[config.mk]
export PLATFORM = sky130hd
export DESIGN_NAME = cce_front
export DESIGN_NICKNAME = d
export VERILOG_FILES = /design/src/hdl/cce_pkg.sv /design/src/hdl/cce_front.sv
export SDC_FILE = /design/constraint.sdc
export NUM_CORES = 1
export LEC_CHECK = 0
export BUFFER_PORTS_ARGS = -buffer_cell sky130_fd_sc_hd__buf_2
export CAP_MARGIN = 30
export CORE_MARGIN = 5
export CORE_UTILIZATION = 29
export CTS_CLUSTER_SIZE = 40
export DETAILED_ROUTE_END_ITERATION = 10
export MAX_ROUTING_LAYER = met4
export PLACE_DENSITY = 0.79
export SLEW_MARGIN = 20
export SYNTH_ARGS = -nofsm -noshare
export SYNTH_HDL_FRONTEND = slang
export SYNTH_SLANG_ARGS = --single-unit
[constraint.sdc]
create_clock -name aclk -period 1.2 [get_ports aclk]
set_clock_uncertainty 0.2 [all_clocks]
set_input_delay 0.06 -clock aclk [delete_from_list [all_inputs] [get_ports aclk]]
set_output_delay 0.06 -clock aclk [all_outputs]
set_load 0.01 [all_outputs]
[src/hdl/cce_pkg.sv]
`default_nettype none
// ---------------------------------------------------------------------------
// cce_pkg: shared types and constants for the text console cursor engine
// Command encoding, queue entry layout, character codes and back-end states.
// ---------------------------------------------------------------------------
package cce_pkg;

    localparam int CHW  = 8;
    localparam int IDXW = 11;

    // Input action codes
    localparam logic [1:0] ACT_PRINT = 2'd0;
    localparam logic [1:0] ACT_CLEAR = 2'd1;
    localparam logic [1:0] ACT_READ  = 2'd2;
    localparam logic [1:0] ACT_NONE  = 2'd3;

    // Character codes
    localparam logic [CHW-1:0] CH_NEWLINE   = 8'h0A;
    localparam logic [CHW-1:0] CH_BACKSPACE = 8'h08;
    localparam logic [CHW-1:0] CH_SPACE     = 8'h20;
    localparam logic [CHW-1:0] RESET_ATTR   = 8'h07;

    // Command queue
    localparam int QUEUE_DEPTH = 2;
    localparam int QPW         = $clog2(QUEUE_DEPTH);
    localparam int QCW         = $clog2(QUEUE_DEPTH + 1);

    typedef enum logic [2:0] {
        CMD_PUT,
        CMD_NEWLINE,
        CMD_BACKSPACE,
        CMD_CLEAR,
        CMD_READ,
        CMD_NOP
    } cmd_op_t;

    typedef struct packed {
        cmd_op_t         op;
        logic [CHW-1:0]  char_code;
        logic [CHW-1:0]  attr;
        logic [IDXW-1:0] cell_index;
        logic [CHW-1:0]  blank_attr;
    } cmd_t;

    typedef enum logic [1:0] {
        ST_IDLE,
        ST_EXEC,
        ST_RDOUT,
        ST_FILL
    } back_state_t;

endpackage

`default_nettype wire

[src/hdl/cce_front.sv]
`default_nettype none
// ---------------------------------------------------------------------------
// cce_front: input acceptance and command classification
// Holds the blank attribute register, decodes each transaction into a command.
// ---------------------------------------------------------------------------
module cce_front import cce_pkg::*; (
    input  wire logic            aclk,
    input  wire logic            aresetn,
    input  wire logic            cfg_valid,
    output logic                 cfg_ready,
    input  wire logic [CHW-1:0]  cfg_default_attr,
    input  wire logic            s_valid,
    output logic                 s_ready,
    input  wire logic [1:0]      s_action,
    input  wire logic [CHW-1:0]  s_char_code,
    input  wire logic [CHW-1:0]  s_attr,
    input  wire logic [IDXW-1:0] s_cell_index,
    input  wire logic            q_full,
    input  wire logic            init_busy,
    output logic                 q_push,
    output cmd_t                 q_cmd
);

    logic [CHW-1:0] default_attr_reg;
    logic [CHW-1:0] default_attr_next;

    assign cfg_ready = 1'b1;
    assign s_ready   = !q_full && !init_busy;
    assign q_push    = s_valid && s_ready;

    always_comb begin
        default_attr_next = default_attr_reg;
        if (cfg_valid) begin
            default_attr_next = cfg_default_attr;
        end
    end

    always_ff @(posedge aclk) begin
        if (!aresetn) begin
            default_attr_reg <= RESET_ATTR;
        end else begin
            default_attr_reg <= default_attr_next;
        end
    end

    always_comb begin
        q_cmd.char_code  = s_char_code;
        q_cmd.attr       = s_attr;
        q_cmd.cell_index = s_cell_index;
        q_cmd.blank_attr = default_attr_reg;
        case (s_action)
            ACT_PRINT: begin
                if (s_char_code == CH_NEWLINE) begin
                    q_cmd.op = CMD_NEWLINE;
                end else if (s_char_code == CH_BACKSPACE) begin
                    q_cmd.op = CMD_BACKSPACE;
                end else begin
                    q_cmd.op = CMD_PUT;
                end
            end
            ACT_CLEAR: begin
                q_cmd.op = CMD_CLEAR;
            end
            ACT_READ: begin
                q_cmd.op = CMD_READ;
            end
            default: begin
                q_cmd.op = CMD_NOP;
            end
        endcase
    end

endmodule

`default_nettype wire

==> Yosys cells after proc, flatten, opt, wreduce, memory -nomap -nowiden <==
Cells that the tools add are included.
{ "op_classes": {"n_eq_ne": 4, "mux": 3, "n_reduce_logical": 5} }
{ "op_table": {"columns": ["cell", "n"], "rows": [
  ["8-bit by 4-bit == test with 1-bit output, second input constant", 2],
  ["3-bit one-hot mux with 3 select lines", 1],
  ["2-bit two-way mux", 2],
  ["2-bit by 1-bit == test with 1-bit output, second input constant", 1],
  ["2-bit == test, second input constant", 1],
  ["1-bit logical AND", 2],
  ["1-bit zero test", 2],
  ["2-bit zero test", 1]
]} }
{ "word_totals": {"reg_bits": 8, "input_bits": 43, "out_inout_bits": 41, "wordCells": 13} }

==> Logic depth before layout (Yosys ltp) <==
Gate-level depths: netlist of the first run.
{ "logic_depth": {"word_depth": 4, "mapped_depth": 3, "mapped_depth_nobuf": 2} }

==> Worst setup path before layout of the first run <==
OpenSTA, ideal clock, no wires.
{ "synth_path": {"path_type": "in2out", "from": "input s_char_code[4]", "to": "output q_cmd[36] (netlist name)", "arrival_time_ns": 0.967, "required_ns": 0.940, "path_slack_ns": -0.027, "stages": 2, "n_path_buf": 0, "cell_sequence": "or4_4 o41ai_2"} }
{ "synth_lines": {"columns": ["element", "line_no", "rtl"], "rows": [
  ["start, declared", "cce_front.sv:15", "input wire logic [CHW-1:0] s_char_code,"],
  ["end, declared", "cce_front.sv:21", "output cmd_t q_cmd"]
]} }

==> results of run 1 <==
## per-layer routing
layer,vias up,share of wire
met2,46,0.59
li1,266,-
met5,-,0
met3,0,0.11
met1,252,0.30
met4,0,0
## logic make-up (layout without fill, tap and decap cells)
group           Yosys count  in the layout  synth area share
simple gates             13             13             0.139
buf+inv                  32             77             0.394
compound gates            2              2            0.0414
flops                     8              8             0.279
mux                       8              8             0.139
other cells               1              1           0.00653
## final cells by class
| cell class | count | area [um2] | share of cell area |
|---|---|---|---|
| inverters | 2 | 7.51 | 0.00809 |
| clock buffers | 3 | 22.5 | 0.0243 |
| flip-flops and latches | 8 | 160 | 0.173 |
| multi-input cells | 24 | 191 | 0.206 |
| well taps | 27 | 33.8 | 0.0364 |
| repair buffers | 72 | 513 | 0.553 |
## Yosys cell counts
cell and instances:
or4b_1 1, dfxtp_1 8, o41ai_2 1, inv_1 2
and2_1 1, buf_2 1, conb_1 1, nand2_1 3
buf_4 28, clkbuf_1 1, nor2_1 1, mux2i_1 8
nor2b_1 5, nand2b_1 1, o31ai_1 1, or4_4 1
## worst min-delay path, delay by kind of cell
kind / cells / cell delay [ps]
mux: 1 / 140
buf+inv: 1 / 180
simple gates: 1 / 60
## path summary, 6_finish.rpt
kind | to | start | slack (ps) | depth (start not counted)
setup / recovery | q_cmd[36] | s_char_code[5] | -200 | 4
hold / removal | default_attr_reg[2] | cfg_valid | 30 | 3
setup reg to reg | default_attr_reg[1] | default_attr_reg[1] | 370 | 2
hold reg to reg | default_attr_reg[2] | default_attr_reg[2] | 280 | 2
## power groups by stage
stage	clock (mW)	sequential, mW	combinational, mW
final	0.193	0.290	0.249
after global routing	0.226	0.292	0.270
after CTS	0.203	0.290	0.249
after detailed placement	0	0.295	0.150
after global placement	0	0.294	0.145
after floorplan	0	0.303	0.144
## stage by stage
step	area [um2]	instances	power, mW
floorplan	574	64	0.446
global route	928	136	0.787
global placement	609	105	0.438
detailed placement	609	105	0.445
CTS	928	136	0.742
finish	928	136	0.732
## what timing repair did
item / 4_1_cts / 5_1_grt
hold endpoints to repair: 27 / 0
pin swaps: 3 / 0
setup buffers: 0 / 0
gates resized for setup: 3 / 0
setup endpoints to repair: 2 / 2
hold buffers: 28 / 0
==> flow_summary.yaml, run 1 <==
outcome:
  outcome: "complete, but fails checks"
  violations: "negative setup slack"
floorplanning:
  die_height_um: 54.5
  start_util: 0.299
  fp.dieArea_um2: 2970
  core_um2: 1920
  io-pin-count: 84
  die_w_um: 54.5
  num_rows: 16
logic_synthesis:
  synth_top_area_cell: "buf_4"
  synth_area_per_cell_um2: 8.97
  ys_seq_elements: 8
  netlist.area_leader.share: 0.366
  yosysSeqAreaShare: 0.279
  synth.area.top_cells: "buf_4 37%, dfxtp_1 28%, mux2i_1 14%"
  synth_warnings: 0
  syn_area_um2: 574
  syn-num-nets: 107
  ys_types: 16
  synthCells: 64
timing:
  setup_viol: 2
  rsz0062_at_grt: "yes"
  fin_crit_ps: 1400
  fin_tns_setup_ps: -333
  worst_slack_ps: -200
  maxSlewViolCount: 0
  period_share: 1.17
  max_freq_mhz: 715
  hold_slack_ps: 27.9
  hold_violations: 0
global_route:
  grt.met2_usage: 0.251
  grt_usage: 0.115
  grt_pass1_wl_mm: 2.36
  grt_overflow: 0
  busiest_layer: "met2"
  antenna_found_initial: 0
  met1_usage: 0.0828
  use_met3: 0.0272
  grt_max_degree: 9
  grt_pass1_vias: 598
route:
  avgRoutedWirePerCell_um: 12.7
  drt_iter0_markers: 1
  drc: 0
  vias: 564
  dr.pass1.iters: 2
  viasPerCell: 4.15
  wirelength_mm: 1.73
  ant_nets: 0
critical_path:
  path_max_fanout: 2
  slowest_delay_ps: 530
  crit_family: "simple AND/OR/NAND/NOR gates"
  path_cells: "buf_6 > or4b_4 > o41ai_2 > buf_2"
  cp_slowest_cell: "or4b_4"
  crit_path_end_kind: "output port"
  required_ps: 940
  startpoint_type: "input port"
  worst-endpoint-arrival_ps: 1140
  worst-path-buf-inv: 2
  worstSetupPathType: "in -> out"
cells_and_area:
  final_cell_mix: "42 x buf_2, 28 x dlygate4sd3_1, 8 x mux2i_1, 8 x dfxtp_1, 5 x nor2b_1"
  largest_register_ff_count: 8
  fill_cells: 199
  final_util: 0.483
  final_common_cell: "buf_2"
  syn2layout_area_growth_pct: 61.7
  layout-drive-gt1-share: 0.459
  nNetsFinal: 154
  diodes: 0
pwr:
  vdd_ir_drop_max_v: 0.000575
  power_frac_clock: 0.264
  power.density_nw_per_um2: 789
  combPwrFrac: 0.340
  intPower_uw: 538
  power_frac_seq: 0.396
  switching_power_uw: 195
  p_leak_nw: 0.475
  p_sw_frac: 0.266
flow_run:
  max_cap_viol_count: 0
place:
  io_buffers: 44
  dpl_worst_slack_ps: -242
  hpwl_mm: 1.17
  place.gp.congestion: 0.661
clock_tree:
  cts_num_sinks: 8
  clock_latency_ps: 240
  cts_root_buf: "clkbuf_4"
  clock_path_buffers: 2
  cts_tree: "done"
  cts_htree_levels: 1
  clk_pin_slew_ps: 50
  cts_buffers: 3
hold_path:
  hold_class: "in -> reg"
No activity file was read; power rests on OpenSTA's default activity.
==> run 2, diff against run 1 <==
- SETUP_SLACK_MARGIN: default -> 0.02
==> flow_summary.yaml, run 2 (synthesis gave the netlist of run 1 again) <==
cells_and_area:
  multi_input_area_um2: 208
  final_common_cell: "buf_2"
  diodes: 0
  final_cell_mix: "39 x buf_2, 29 x dlygate4sd3_1, 8 x mux2i_1, 8 x dfxtp_1, 5 x nor2b_1"
  fill_cells: 164
  fin_cells: 137
  layout-drive-gt1-share: 0.464
  stdcell_area_um2: 970
  final_util: 0.505
  nNetsFinal: 155
  syn2layout_area_growth_pct: 68.8
  largest_register_ff_count: 8
  seq_area_um2: 160
floorplanning:
  io-pin-count: 84
  start_util: 0.299
  num_rows: 16
  fp.dieArea_um2: 2970
  die_w_um: 54.5
  core_um2: 1920
  die_height_um: 54.5
hold_path:
  hold_class: "in -> out"
  hold_start: "s_char_code[4]"
  holdPathEnd: "q_cmd[31]"
  whs_path_depth: 2
pwr:
  intPower_uw: 547
  power_frac_seq: 0.387
  power_frac_clock: 0.267
  p_sw_frac: 0.272
  combPwrFrac: 0.346
  vdd_ir_drop_max_v: 0.000476
  p_leak_nw: 0.496
  total_power_uw: 751
  switching_power_uw: 204
  power.density_nw_per_um2: 775
outcome:
  outcome: "complete, but fails checks"
  violations: "negative setup slack"
route:
  dr.pass1.iters: 1
  viasPerCell: 4.14
  drt_iter0_markers: 0
  drc: 0
  vias: 567
  wirelength_mm: 1.67
  avgRoutedWirePerCell_um: 12.2
  ant_nets: 0
critical_path:
  worst-endpoint-arrival_ps: 1160
  required_ps: 940
  cp_slowest_cell: "or4_4"
  crit_path_end_kind: "output port"
  ff2ff_setup_slack_ps: 380
  startpoint_type: "input port"
  path_max_fanout: 2
  r2r_end: "default_attr_reg[2]"
  worstSetupPathType: "in -> out"
  slowest_delay_ps: 550
  timing.rr.start: "default_attr_reg[2]"
  path_cells: "buf_6 > or4_4 > o41ai_4 > buf_2"
  reg2regPathDepth: 2
timing:
  period_share: 1.18
  worst_slack_ps: -219
  fin_tns_setup_ps: -360
  fin_crit_ps: 1420
  setup_viol: 2
  rsz0062_at_grt: "yes"
  maxSlewViolCount: 0
  hold_slack_ps: 99.4
  hold_violations: 0
  max_freq_mhz: 705
place:
  dpl_cell_area_um2: 626
  dpl_worst_slack_ps: -245
  dp.cells: 105
  place.gp.congestion: 0.640
  io_buffers: 44
clock_tree:
  clock_path_buffers: 2
  cts_htree_levels: 1
  cts_tree: "done"
  cts_root_buf: "clkbuf_4"
  cts_buffers: 3
  clock_latency_ps: 250
  cts_num_sinks: 8
global_route:
  grt_pass1_vias: 574
  grt_max_degree: 9
  grt_pass1_wl_mm: 2.23
  antenna_found_initial: 0
  grt_overflow: 0
  grt_usage: 0.108
flow_run:
  max_cap_viol_count: 0
## run 2: cell types whose count changed in the layout (fill, tap and decap cells not counted)
cell,before,now
buf_2,42,39
buf_6,2,4
clkbuf_4,3,4
dlygate4sd3_1,28,29
o31ai_1,1,0
o31ai_2,0,1
o41ai_2,1,0
o41ai_4,0,1
## run 2: worst max path at each step
stage | startpoint | end | slack [ps] | depth (start not counted)
after global routing | s_char_code[4] | q_cmd[36] | -250 | 4
after CTS | s_char_code[5] | q_cmd[36] | -230 | 4
final | s_char_code[4] | q_cmd[36] | -220 | 4
after detailed placement | s_char_code[4] | q_cmd[36] | -240 | 4
after floorplan | s_char_code[4] | q_cmd[36] | -4 | 2
after global placement | s_char_code[4] | q_cmd[36] | -240 | 4
## run 2: what timing repair did
| action | CTS | global route |
|---|---|---|
| resized for setup | 3 | 3 |
| gates cloned | 0 | 0 |
| hold buffers | 29 | 0 |
| endpoints found under the setup margin | 2 | 8 |
| setup buffers | 0 | 0 |
| endpoints found under the hold margin | 27 | 0 |
| pin swaps | 3 | 4 |
## run 2: power by group through the flow
stage | combinational, mW | clock [mW] | sequential [mW]
3_5_place_dp | 0.154 | 0 | 0.295
2_1_floorplan | 0.148 | 0 | 0.303
3_3_place_gp | 0.150 | 0 | 0.295
6_report | 0.260 | 0.201 | 0.290
5_1_grt | 0.280 | 0.227 | 0.292
4_1_cts | 0.255 | 0.219 | 0.290
## run 2: area by class of cell
class                           instances  area share
Multi-Input combinational cell         24       0.214
Tap cell                               27      0.0348
Sequential cell                         8       0.165
Timing Repair Buffer                   73       0.555
Inverter                                2     0.00774
Clock buffer                            3      0.0232
## run 2: critical path, delay by kind of cell
family / cells / cell delay [ps]
buf+inv: 2 / 270
compound gates: 1 / 280
simple gates: 1 / 550
## run 2: per-layer routing
layer | share of wire | GRT usage | vias to the layer above | routed length [um]
met5 | 0 | - | - | 0
met4 | 0 | 0.0622 | 0 | 0
met3 | 0.14 | 0.0381 | 0 | 237
met2 | 0.54 | 0.203 | 51 | 899
met1 | 0.32 | 0.0912 | 247 | 530
li1 | - | - | 269 | -
