--- src/hdl/cce_pkg.sv ---
`default_nettype none
// ---------------------------------------------------------------------------
// cce_pkg: shared types and constants for the text console cursor engine
// Command encoding, queue entry layout, character codes and back-end states.
// ---------------------------------------------------------------------------
package cce_pkg;

    localparam int CHW  = 8;
    localparam int IDXW = 11;

    // Input action codes
    localparam logic [1:0] ACT_PRINT = 2'd0;
    localparam logic [1:0] ACT_CLEAR = 2'd1;
    localparam logic [1:0] ACT_READ  = 2'd2;
    localparam logic [1:0] ACT_NONE  = 2'd3;

    // Character codes
    localparam logic [CHW-1:0] CH_NEWLINE   = 8'h0A;
    localparam logic [CHW-1:0] CH_BACKSPACE = 8'h08;
    localparam logic [CHW-1:0] CH_SPACE     = 8'h20;
    localparam logic [CHW-1:0] RESET_ATTR   = 8'h07;

    // Command queue
    localparam int QUEUE_DEPTH = 2;
    localparam int QPW         = $clog2(QUEUE_DEPTH);
    localparam int QCW         = $clog2(QUEUE_DEPTH + 1);

    typedef enum logic [2:0] {
        CMD_PUT,
        CMD_NEWLINE,
        CMD_BACKSPACE,
        CMD_CLEAR,
        CMD_READ,
        CMD_NOP
    } cmd_op_t;

    typedef struct packed {
        cmd_op_t         op;
        logic [CHW-1:0]  char_code;
        logic [CHW-1:0]  attr;
        logic [IDXW-1:0] cell_index;
        logic [CHW-1:0]  blank_attr;
    } cmd_t;

    typedef enum logic [1:0] {
        ST_IDLE,
        ST_EXEC,
        ST_RDOUT,
        ST_FILL
    } back_state_t;

endpackage

`default_nettype wire

--- src/hdl/cce_cmd_fifo.sv ---
`default_nettype none
// ---------------------------------------------------------------------------
// cce_cmd_fifo: short command queue between front and back
// Register-based FIFO; the head entry is presented combinationally.
// ---------------------------------------------------------------------------
module cce_cmd_fifo import cce_pkg::*; (
    input  wire logic aclk,
    input  wire logic aresetn,
    input  wire logic push,
    input  wire cmd_t push_cmd,
    output logic      full,
    output logic      head_valid,
    output cmd_t      head_cmd,
    input  wire logic pop
);

    cmd_t             entry_reg [QUEUE_DEPTH];
    logic [QPW-1:0]   wr_ptr_reg, wr_ptr_next;
    logic [QPW-1:0]   rd_ptr_reg, rd_ptr_next;
    logic [QCW-1:0]   count_reg, count_next;

    assign full       = (count_reg == QCW'(QUEUE_DEPTH));
    assign head_valid = (count_reg != '0);
    assign head_cmd   = entry_reg[rd_ptr_reg];

    always_comb begin
        wr_ptr_next = wr_ptr_reg;
        rd_ptr_next = rd_ptr_reg;
        count_next  = count_reg;
        if (push) begin
            wr_ptr_next = wr_ptr_reg + 1'b1;
        end
        if (pop) begin
            rd_ptr_next = rd_ptr_reg + 1'b1;
        end
        if (push && !pop) begin
            count_next = count_reg + 1'b1;
        end else if (pop && !push) begin
            count_next = count_reg - 1'b1;
        end
    end

    always_ff @(posedge aclk) begin
        if (!aresetn) begin
            wr_ptr_reg <= '0;
            rd_ptr_reg <= '0;
            count_reg  <= '0;
        end else begin
            wr_ptr_reg <= wr_ptr_next;
            rd_ptr_reg <= rd_ptr_next;
            count_reg  <= count_next;
        end
    end

    always_ff @(posedge aclk) begin
        if (push) begin
            entry_reg[wr_ptr_reg] <= push_cmd;
        end
    end

endmodule

`default_nettype wire

--- config.mk ---
export PLATFORM = sky130hd
export DESIGN_NAME = cce_cmd_fifo
export DESIGN_NICKNAME = d
export VERILOG_FILES = /design/src/hdl/cce_pkg.sv /design/src/hdl/cce_cmd_fifo.sv
export SDC_FILE = /design/constraint.sdc
export NUM_CORES = 1
export LEC_CHECK = 0
export BUFFER_PORTS_ARGS = -buffer_cell sky130_fd_sc_hd__buf_2
export CORE_AREA = 4 4 75 91
export CTS_CLUSTER_DIAMETER = 40
export DETAILED_ROUTE_END_ITERATION = 10
export DIE_AREA = 0 0 79 95
export GPL_TIMING_DRIVEN = 0
export PLACE_DENSITY = 0.77
export SYNTH_ARGS = -nofsm -noshare
export SYNTH_HDL_FRONTEND = slang
export SYNTH_SLANG_ARGS = --single-unit
--- constraint.sdc ---
create_clock -name aclk -period 2.8 [get_ports aclk]
set_input_delay 0.42 -clock aclk [delete_from_list [all_inputs] [get_ports aclk]]
set_output_delay 0.42 -clock aclk [all_outputs]
set_load 0.02 [all_outputs]
# Word level (Yosys, flattened, before mapping)
# Memories as Yosys holds them, arrays and structs flattened. A register that Yosys moved wholly into a read port is not among the register bits.
# Cells that the tools add are included.
# word_totals
input_bits	42
latchBits	0
memories	1
ramBits	76
reg_bits	4
rom_bits	0
# mem_list
memory	words	word_bits	rd	rd_ports_with_merged_regs	write_ports	line	text
entry_reg	2	38	1	1	1	cce_cmd_fifo.sv:17	cmd_t entry_reg [QUEUE_DEPTH];
# op_classes
bitwise_logic	0
magnitude_cmp	0
mul	0
n_div	0
eq_ne	1
shifts	0
n_reduce_logical	6
addsub	4
n_mux	6
# ops
op	n
1-bit two-way mux	4
2-bit two-way mux	2
2-bit nonzero test	2
1-bit adder, second input constant	2
2-bit by 1-bit adder with 2-bit output, second input constant	1
2-bit equality test, second input constant	1
1-bit logical AND	2
1-bit logical NOT	2
2-bit by 1-bit subtractor with 2-bit output, second input constant	1

# Depth between registers and ports, before layout
# Gate-level depths: netlist of run 1.
# depth
ltp_word	4
depth_mapped	5

# Worst setup path before layout of run 1
# Ideal clock, no wire load.
# synth_timing
kind	input -> register
startpoint	in push
endpoint	mem entry_reg[0][0] (netlist bit) (enable)
n_path_buf	0
setup_slack_ns	0.206
path_stages	1
required_time_ns	2.361
arrival_ns	2.155
cell_sequence	nor2b_1
# synth_between
elab_chain_len	2
# synth_rtl
element	line	text
start, declared	cce_cmd_fifo.sv:9	input wire logic push,
1-bit two-way mux	cce_cmd_fifo.sv:56	if (push) begin
1-bit two-way mux (not written as such)	cce_cmd_fifo.sv:57	entry_reg[wr_ptr_reg] <= push_cmd;
end, declared	cce_cmd_fifo.sv:17	
# Every way passes these cells.

==> flow_metrics.py, run 1 <==
metrics = {
    "timing": {
        "slew_headroom_pct": 57.5,
        "period_needed_ns": 1.96,
        "fin_ws_ns": 0.837,
        "finalHoldViolCount": 0,
        "period_share_pct": 70.1,
        "worstMarginPinSlew_ns": 0.636,
        "fin_hold_ws_ns": 0.263,
        "final_max_slew_viol_count": 0,
        "setup_viol": 0,
        "fmaxAchievable_ghz": 0.509,
        "clock_skew_ns": 0.00367,
        "rsz0062_at_grt": "no",
    },
    "clocking": {
        "root_buffer": "clkbuf_8",
        "cts_sinks": 81,
        "clk_pin_slew_ns": 0.08,
        "cts_buffers": 9,
        "post_cts_resized": 0,
        "clock_path_buffers": 2,
        "hold_buffers": 0,
        "htree_num_levels": 3,
        "worstSkewPairLatency_ns": 0.34,
        "cts_tree": "yes",
        "post_cts.repair.setup_buffers": 0,
    },
    "yosys": {
        "yosysSeqAreaShare_pct": 80.3,
        "synth_async_sr_flop_share_pct": 0,
        "syn-num-nets": 183,
        "avgSynthCellArea_um2": 21.2,
        "synth_area_leaders": "edfxtp_1, mux2_2, dfxtp_1",
        "yosysTopAreaCellShare_pct": 76.9,
        "yosys_register_bits": 81,
        "synth_top_flop_cell": "edfxtp_1",
        "syn_area_um2": 2970,
        "synth.most_common_cell": "edfxtp_1",
        "ys_types": 18,
        "synth_largest_area_cell": "edfxtp_1",
        "synth_edf_count": 76,
        "ys_top_cells_by_count": "edfxtp_1, mux2_2, dfxtp_1",
        "syn_inst": 140,
        "ys_warn_count": 0,
    },
    "setup_path": {
        "crit_slowest_cell": "mux2_2",
        "cp.buffers_inverters": 3,
        "cp_cell_sequence": "buf_4 > buf_6 > mux2_2 > buf_2",
        "path_class": "flip-flop to primary output",
        "critPathCaptureType": "primary output",
        "worst_ep_arrival_time_ns": 1.54,
        "crit_path_start_kind": "flip-flop",
        "crit_required_ns": 2.38,
        "crit_fanout": 10,
        "crit_family": "buffers and inverters",
        "max_stage_delay_ns": 0.35,
    },
    "grt": {
        "grt_max_degree": 21,
        "grt_pass1_vias": 1666,
        "grt.overflow.total": 0,
        "grt_use_total_pct": 14.8,
        "antenna_found_initial": 0,
        "grt_pass1_wl_um": 7940,
    },
    "cells_and_area": {
        "fin_nets": 277,
        "fillCellCount": 482,
        "regArea_um2": 2380,
        "n_antenna_cell": 0,
        "area_growth_pct": 25.2,
        "multi_input_area_um2": 554,
        "drive_above_1_share_pct": 59.7,
        "largest_reg_flops": 76,
    },
    "floorplan": {
        "chipHeight_um": 95,
        "io_pins": 82,
        "core_um2": 5970,
        "initial_utilization_pct": 49.7,
        "die_area_um2": 7510,
        "rows": 31,
        "dieWidth_um": 79,
    },
    "flow_run": {
        "cap_viol_max_count": 0,
    },
    "placed_design": {
        "dp_hpwl_um": 3510,
        "dpl_worst_slack_ns": 1.12,
        "finalWeightedCongestion": 0.682,
        "port_buffers": 81,
    },
    "status": {
        "outcome": "completed",
    },
    "power": {
        "cellPowerDensity_nw_per_um2": 681,
        "p_total_mw": 2.53,
        "p_leak_nw": 1.42,
        "ir_drop_uv": 501,
    },
    "detailed_routing": {
        "vias": 1515,
        "wirelength_um": 5110,
        "wl_per_cell_um": 16.0,
        "drc": 0,
        "ant_nets": 0,
        "drtIter0Drc": 61,
        "vias_per_cell": 4.73,
        "firstDrtPassIters": 4,
    },
    "hold_path": {
        "min_path_type": "primary input to flip-flop",
    },
}
## per-stage QoR
step / instances / cell area [µm²] / util [%] / TNS [ns]
2_1_floorplan: 140 / 2970 / - / 0
3_3_place_gp: 303 / 3470 / 58.2 / -34.71
3_5_place_dp: 305 / 3540 / 59.2 / 0
4_1_cts: 320 / 3710 / 62.2 / 0
5_1_grt: 320 / 3710 / 62.2 / 0
6_report: 320 / 3710 / 62.2 / 0
## layout by cell type (no fill, tap or decap), types with 2 or more instances in the layout
| cell type | synthesis | final |
|---|---|---|
| xor2_1 | 2 | 2 |
| clkinv_2 | 0 | 3 |
| mux2_2 | 38 | 38 |
| buf_16 | 0 | 2 |
| clkbuf_8 | 0 | 9 |
| dfxtp_1 | 5 | 5 |
| buf_6 | 2 | 2 |
| edfxtp_1 | 76 | 76 |
| clkbuf_1 | 0 | 2 |
| and2_1 | 4 | 3 |
| buf_2 | 1 | 82 |
## per-layer routing
metal	GRT usage (%)	up-vias	share of wire, %
met3	3.34	12	4.5
met4	9.89	0	2.9
met1	15.9	732	37
met5	0	-	0
met2	25.8	40	56
li1	-	731	-
## cells by family (layout without fill, tap and decap cells)
kind of cell,Yosys count,count (layout),synth area share [%]
xor gates and xnor gates,3,3,0.886
and+or+nand+nor,9,9,1.98
DFF,81,81,80.3
buffers and inverters,5,103,1.31
AOI/OAI and AO/OA,3,3,0.675
adders and majority gates,1,1,0.422
muxes,38,38,14.4
## report_power, final
group	switching (mW)	internal, mW
Combinational	0.190	0.151
Clock	0.374	0.403
Sequential	0.0184	1.40
## path summary, 6_finish.rpt
check,start,end,slack [ns],cells past startpoint
setup / recovery,flip-flop,head_cmd[16],0.84,4
hold / removal,push_cmd[3],entry_reg[1][3]$_DFFE_PP_,0.26,1
setup reg to reg,wr_ptr_reg$_SDFFE_PN0P_,entry_reg[1][21]$_DFFE_PP_,1.37,2
hold reg to reg,count_reg[1]$_SDFFE_PN0P_,count_reg[1]$_SDFFE_PN0P_,0.55,2
## layout make-up
type | count | share of cell area [%]
buffer | 4 | 0.943
clock buffer | 11 | 3.54
clock inverter | 4 | 1.21
inverter | 1 | 0.101
multi-input combinational | 54 | 14.9
sequential | 81 | 64.1
tap | 82 | 2.76
timing repair buffer | 83 | 12.4
Power figures use the tool's default switching activity.
==> run 2, diff against run 1 <==
==> constraint.sdc (replaced) <==
create_clock -name aclk -period 2.1 [get_ports aclk]
set_input_delay 0.315 -clock aclk [delete_from_list [all_inputs] [get_ports aclk]]
set_output_delay 0.315 -clock aclk [all_outputs]
set_load 0.02 [all_outputs]
==> run 2 against run 1 <==
  * Clock-buffer cell count decreased by 2
  * Non-clock buffer count decreased by 1
  * Core utilization up 0.063 points
  * Setup slack worse by 0.59 ns
  * Sequential share of layout area is 0.065 points lower
  * Global-route usage shrank 0.93 points
  * Critical endpoint unchanged
==> flow_metrics.py, run 2 (same netlist as run 1, synthesis figures left out) <==
metrics = {
    "setup_path": {
        "worst_ep_arrival_time_ns": 1.54,
        "crit_slowest_cell": "mux2_2",
        "crit_required_ns": 1.78,
        "path_class": "flip-flop to primary output",
        "cp.buffers_inverters": 3,
        "crit_path_start_kind": "flip-flop",
        "max_stage_delay_ns": 0.35,
        "critPathCaptureType": "primary output",
        "crit_fanout": 10,
        "rrSetupSlack_ns": 0.55,
        "cp_cell_sequence": "buf_4 > buf_6 > mux2_2 > buf_2",
        "crit_family": "buffers and inverters",
    },
    "clocking": {
        "htree_num_levels": 3,
        "cts_buffers": 9,
        "cts_tree": "yes",
        "clock_path_buffers": 2,
        "worstSkewPairLatency_ns": 0.34,
        "cts_sinks": 81,
        "post_cts.repair.setup_buffers": 0,
        "root_buffer": "clkbuf_8",
        "hold_buffers": 0,
        "post_cts_resized": 0,
        "clk_pin_slew_ns": 0.08,
    },
    "cells_and_area": {
        "n_antenna_cell": 0,
        "mostFrequentLayoutCells": "buf_2, edfxtp_1, mux2_2",
        "area_growth_pct": 25.3,
        "fillCellCount": 497,
        "largest_reg_flops": 76,
        "fin_area_um2": 3720,
        "fin_util_pct": 62.3,
        "fin_nets": 276,
        "drive_above_1_share_pct": 59.9,
        "final_common_cell": "buf_2",
    },
    "floorplan": {
        "initial_utilization_pct": 49.7,
        "core_um2": 5970,
        "rows": 31,
        "chipHeight_um": 95,
        "io_pins": 82,
        "dieWidth_um": 79,
        "die_area_um2": 7510,
    },
    "flow_run": {
        "cap_viol_max_count": 0,
    },
    "grt": {
        "antenna_found_initial": 0,
        "grt_pass1_vias": 1628,
        "grt_max_degree": 39,
        "grt_pass1_wl_um": 7570,
        "grt.overflow.total": 0,
        "grt_use_total_pct": 13.9,
    },
    "timing": {
        "finalHoldViolCount": 0,
        "fmaxAchievable_ghz": 0.539,
        "worstMarginPinSlew_ns": 0.914,
        "period_share_pct": 88.4,
        "final_max_slew_viol_count": 0,
        "setup_viol": 0,
        "fin_ws_ns": 0.244,
        "slew_headroom_pct": 39.1,
        "period_needed_ns": 1.86,
        "rsz0062_at_grt": "no",
        "clock_skew_ns": 0.0128,
        "setup-tns-final_ns": 0,
    },
    "placed_design": {
        "placedInstanceArea_um2": 3510,
        "dpl_worst_slack_ns": 0.475,
        "dp_hpwl_um": 3430,
        "finalWeightedCongestion": 0.676,
        "port_buffers": 81,
    },
    "status": {
        "outcome": "completed",
    },
    "detailed_routing": {
        "drc": 0,
        "vias": 1507,
        "drtIter0Drc": 45,
        "ant_nets": 0,
        "wirelength_um": 5050,
        "wl_per_cell_um": 15.8,
        "vias_per_cell": 4.72,
        "firstDrtPassIters": 4,
    },
    "power": {
        "p_total_mw": 3.51,
        "cellPowerDensity_nw_per_um2": 945,
        "p_leak_nw": 1.42,
        "ir_drop_uv": 563,
    },
    "hold_path": {
        "min_path_type": "primary input to flip-flop",
    },
}
run 2: cell types whose count changed in the layout (fill, tap and decap cells not counted), sizes merged:
cell      before  now
clkinvlp       0    2
clkinv         3    2
buf           87   86
clkbuf        11    9
bufinv         1    2
run 2: cell type report:
type                       count  area [µm²]  share of cell area [%]
multi-input combinational     54         554                    14.9
buffer                         4        35.0                   0.942
clock inverter                 6        83.8                    2.25
timing repair buffer          82         433                    11.6
inverter                       1        3.75                   0.101
sequential                    81        2380                    64.1
clock buffer                   9         124                    3.33
tap                           82         103                    2.76
run 2: worst paths after layout:
check / from / end / cells past startpoint
hold / removal: push_cmd[23] / entry_reg[1][23]$_DFFE_PP_ / 1
hold reg to reg: count_reg[1]$_SDFFE_PN0P_ / count_reg[1]$_SDFFE_PN0P_ / 2
setup reg to reg: wr_ptr_reg$_SDFFE_PN0P_ / entry_reg[1][4]$_DFFE_PP_ / 1
setup / recovery: flip-flop / head_cmd[16] / 4
run 2: metal layers:
layer | part of all wire (%) | track usage, % | vias up
li1 | - | - | 729
met1 | 38 | 14.0 | 723
met2 | 55 | 25.3 | 44
met3 | 5.4 | 3.63 | 11
met4 | 2.0 | 8.45 | 0
met5 | 0 | 0 | -
run 2: report_power, final:
part / leakage [nW] / internal [mW] / switching (mW)
clock: 0.0987 / 0.656 / 0.526
combinational: 0.563 / 0.196 / 0.251
sequential: 0.755 / 1.86 / 0.0234
run 2: stage by stage:
| step | hold slack [ns] | std cells |
|---|---|---|
| detailed placement | 0.496 | 304 |
| global placement | 0.478 | 303 |
| finish | 0.155 | 319 |
| floorplan | 0.414 | 140 |
| CTS | 0.142 | 319 |
| global route | 0.144 | 319 |
==> run 3, diff against run 2 <==
--- a/config.mk
+++ b/config.mk
@@ -6,12 +6,13 @@
 export NUM_CORES = 1
 export LEC_CHECK = 0
 export BUFFER_PORTS_ARGS = -buffer_cell sky130_fd_sc_hd__buf_2
-export CORE_AREA = 4 4 75 91
+export CORE_AREA = 2 2 73 89
 export CTS_CLUSTER_DIAMETER = 40
 export DETAILED_ROUTE_END_ITERATION = 10
-export DIE_AREA = 0 0 79 95
+export DIE_AREA = 0 0 75 91
 export GPL_TIMING_DRIVEN = 0
-export PLACE_DENSITY = 0.77
+export PLACE_DENSITY = 0.76
+export SETUP_SLACK_MARGIN = 0.3
 export SYNTH_ARGS = -nofsm -noshare
 export SYNTH_HDL_FRONTEND = slang
 export SYNTH_SLANG_ARGS = --single-unit
==> run 3 against run 2 <==
  * Cell count up 1.3%
  * Cell area up 7.1%
  * Core utilization up 4.9 points
  * Largest power group unchanged
==> flow_metrics.py, run 3 (same netlist as run 1, synthesis figures left out) <==
metrics = {
    "status": {
        "outcome": "completed",
    },
    "clocking": {
        "cts_sinks": 81,
        "clock_path_buffers": 2,
        "cts_buffers": 9,
        "root_buffer": "clkbuf_8",
        "htree_num_levels": 3,
        "cts_tree": "yes",
        "worstSkewPairLatency_ns": 0.33,
        "clk_pin_slew_ns": 0.08,
    },
    "detailed_routing": {
        "vias_per_cell": 4.82,
        "drc": 0,
        "drtIter0Drc": 55,
        "vias": 1558,
        "firstDrtPassIters": 4,
        "wirelength_um": 4950,
        "wl_per_cell_um": 15.3,
        "ant_nets": 0,
    },
    "timing": {
        "fin_ws_ns": 0.342,
        "worstMarginPinSlew_ns": 0.557,
        "rsz0062_at_grt": "yes",
        "period_needed_ns": 1.76,
        "setup-tns-final_ns": 0,
        "final_max_slew_viol_count": 0,
        "slew_headroom_pct": 62.8,
        "finalHoldViolCount": 0,
        "setup_viol": 0,
        "fmaxAchievable_ghz": 0.569,
        "period_share_pct": 83.7,
        "clock_skew_ns": 0.00663,
    },
    "hold_path": {
        "min_path_cells": 1,
        "min_path_type": "primary input to flip-flop",
        "worstHoldStart": "push_cmd[12]",
    },
    "setup_path": {
        "crit_family": "buffers and inverters",
        "worst_ep_arrival_time_ns": 1.44,
        "cp_cell_sequence": "buf_8 > clkbuf_16 > mux2_2 > buf_6",
        "critPathCaptureType": "primary output",
        "reg2reg_from": "wr_ptr_reg$_SDFFE_PN0P_",
        "crit_required_ns": 1.78,
        "max_stage_delay_ns": 0.34,
        "path_class": "flip-flop to primary output",
        "crit_cells": 4,
        "r2r_cells": 2,
        "crit_slowest_cell": "dfxtp_2",
        "cp.buffers_inverters": 3,
        "crit_fanout": 6,
        "crit_path_start_kind": "flip-flop",
    },
    "floorplan": {
        "chipHeight_um": 91,
        "dieWidth_um": 75,
        "rows": 31,
        "initial_utilization_pct": 50.0,
        "io_pins": 82,
        "core_um2": 5930,
        "die_area_um2": 6830,
    },
    "placed_design": {
        "port_buffers": 81,
        "dp_hpwl_um": 3260,
        "finalWeightedCongestion": 0.691,
        "dpl_worst_slack_ns": 0.587,
    },
    "cells_and_area": {
        "fin_nets": 280,
        "mostFrequentLayoutCells": "edfxtp_1, buf_2, mux2_2",
        "drive_above_1_share_pct": 61.0,
        "fillCellCount": 416,
        "area_growth_pct": 34.2,
        "n_antenna_cell": 0,
        "final_common_cell": "edfxtp_1",
        "largest_reg_flops": 76,
    },
    "grt": {
        "grt_pass1_wl_um": 7250,
        "grt.overflow.total": 0,
        "grt_max_degree": 24,
        "antenna_found_initial": 0,
        "grt_pass1_vias": 1660,
        "grt_use_total_pct": 14.8,
    },
    "flow_run": {
        "cap_viol_max_count": 0,
    },
    "power": {
        "cellPowerDensity_nw_per_um2": 961,
        "ir_drop_uv": 606,
        "p_leak_nw": 1.52,
    },
}
==> run 3: changes by cell type in the layout (fill, tap and decap cells not counted), sizes merged <==
cell	previous run	this run
clkbuf	9	12
bufinv	2	4
buf	86	87
clkinv	2	1
clkinvlp	2	1
==> run 3: worst paths after layout <==
check	endpoint	slack, ns
setup / recovery	head_cmd[8]	0.34
hold / removal	entry_reg[0][12]$_DFFE_PP_	0.16
setup reg to reg	entry_reg[1][3]$_DFFE_PP_	0.66
hold reg to reg	count_reg[1]$_SDFFE_PN0P_	0.50
==> run 3: what timing repair did <==
action,in CTS,in global routing
setup buffers,1,0
hold buffers,0,0
endpoints found under the setup margin,20,30
gates resized for setup,3,35
gates cloned,0,2
==> run 3: through the flow <==
step / utilization, % / power (mW) / std cells / hold WS [ns] / cell area [µm²]
6_report: 67.1 / 3.83 / 323 / 0.160 / 3980
5_1_grt: 67.1 / 3.97 / 323 / 0.145 / 3980
4_1_cts: 64.5 / 3.79 / 321 / 0.143 / 3820
3_5_place_dp: 59.6 / 2.38 / 305 / 0.501 / 3540
3_3_place_gp: 58.6 / 2.35 / 303 / 0.478 / 3480
2_1_floorplan: - / 2.20 / 140 / 0.414 / 2970
==> run 3: power by group <==
part | total (mW) | leakage, nW | internal (mW) | switching [mW]
logic | 0.534 | 0.644 | 0.268 | 0.267
clock network | 1.41 | 0.123 | 0.899 | 0.510
registers | 1.88 | 0.755 | 1.86 | 0.0242
total | 3.83 | 1.52 | 3.03 | 0.800
==> run 3: layout make-up <==
class                   count  area, µm²  area share (%)
flip-flops and latches     81       2380            59.8
repair buffers             86        631            15.8
multi-input cells          54        554            13.9
clock inverters             6        131            3.30
clock buffers               9        124            3.11
well taps                  82        103            2.58
plain buffers               4       52.6            1.32
inverters                   1       3.75          0.0943
==> run 3: worst reg2reg max path, stage by stage (launching register included) <==
cell,delay (ns)
dfxtp_1,0.40
and2_2,0.49
buf_16,0.24
==> run 3: layer usage <==
layer | GRT usage, % | part of all wire (%) | up-vias
li1 | - | - | 739
met1 | 14.7 | 37 | 761
met2 | 26.7 | 57 | 45
met3 | 3.88 | 4.3 | 13
met4 | 8.18 | 2.6 | 0
met5 | 0 | 0 | -
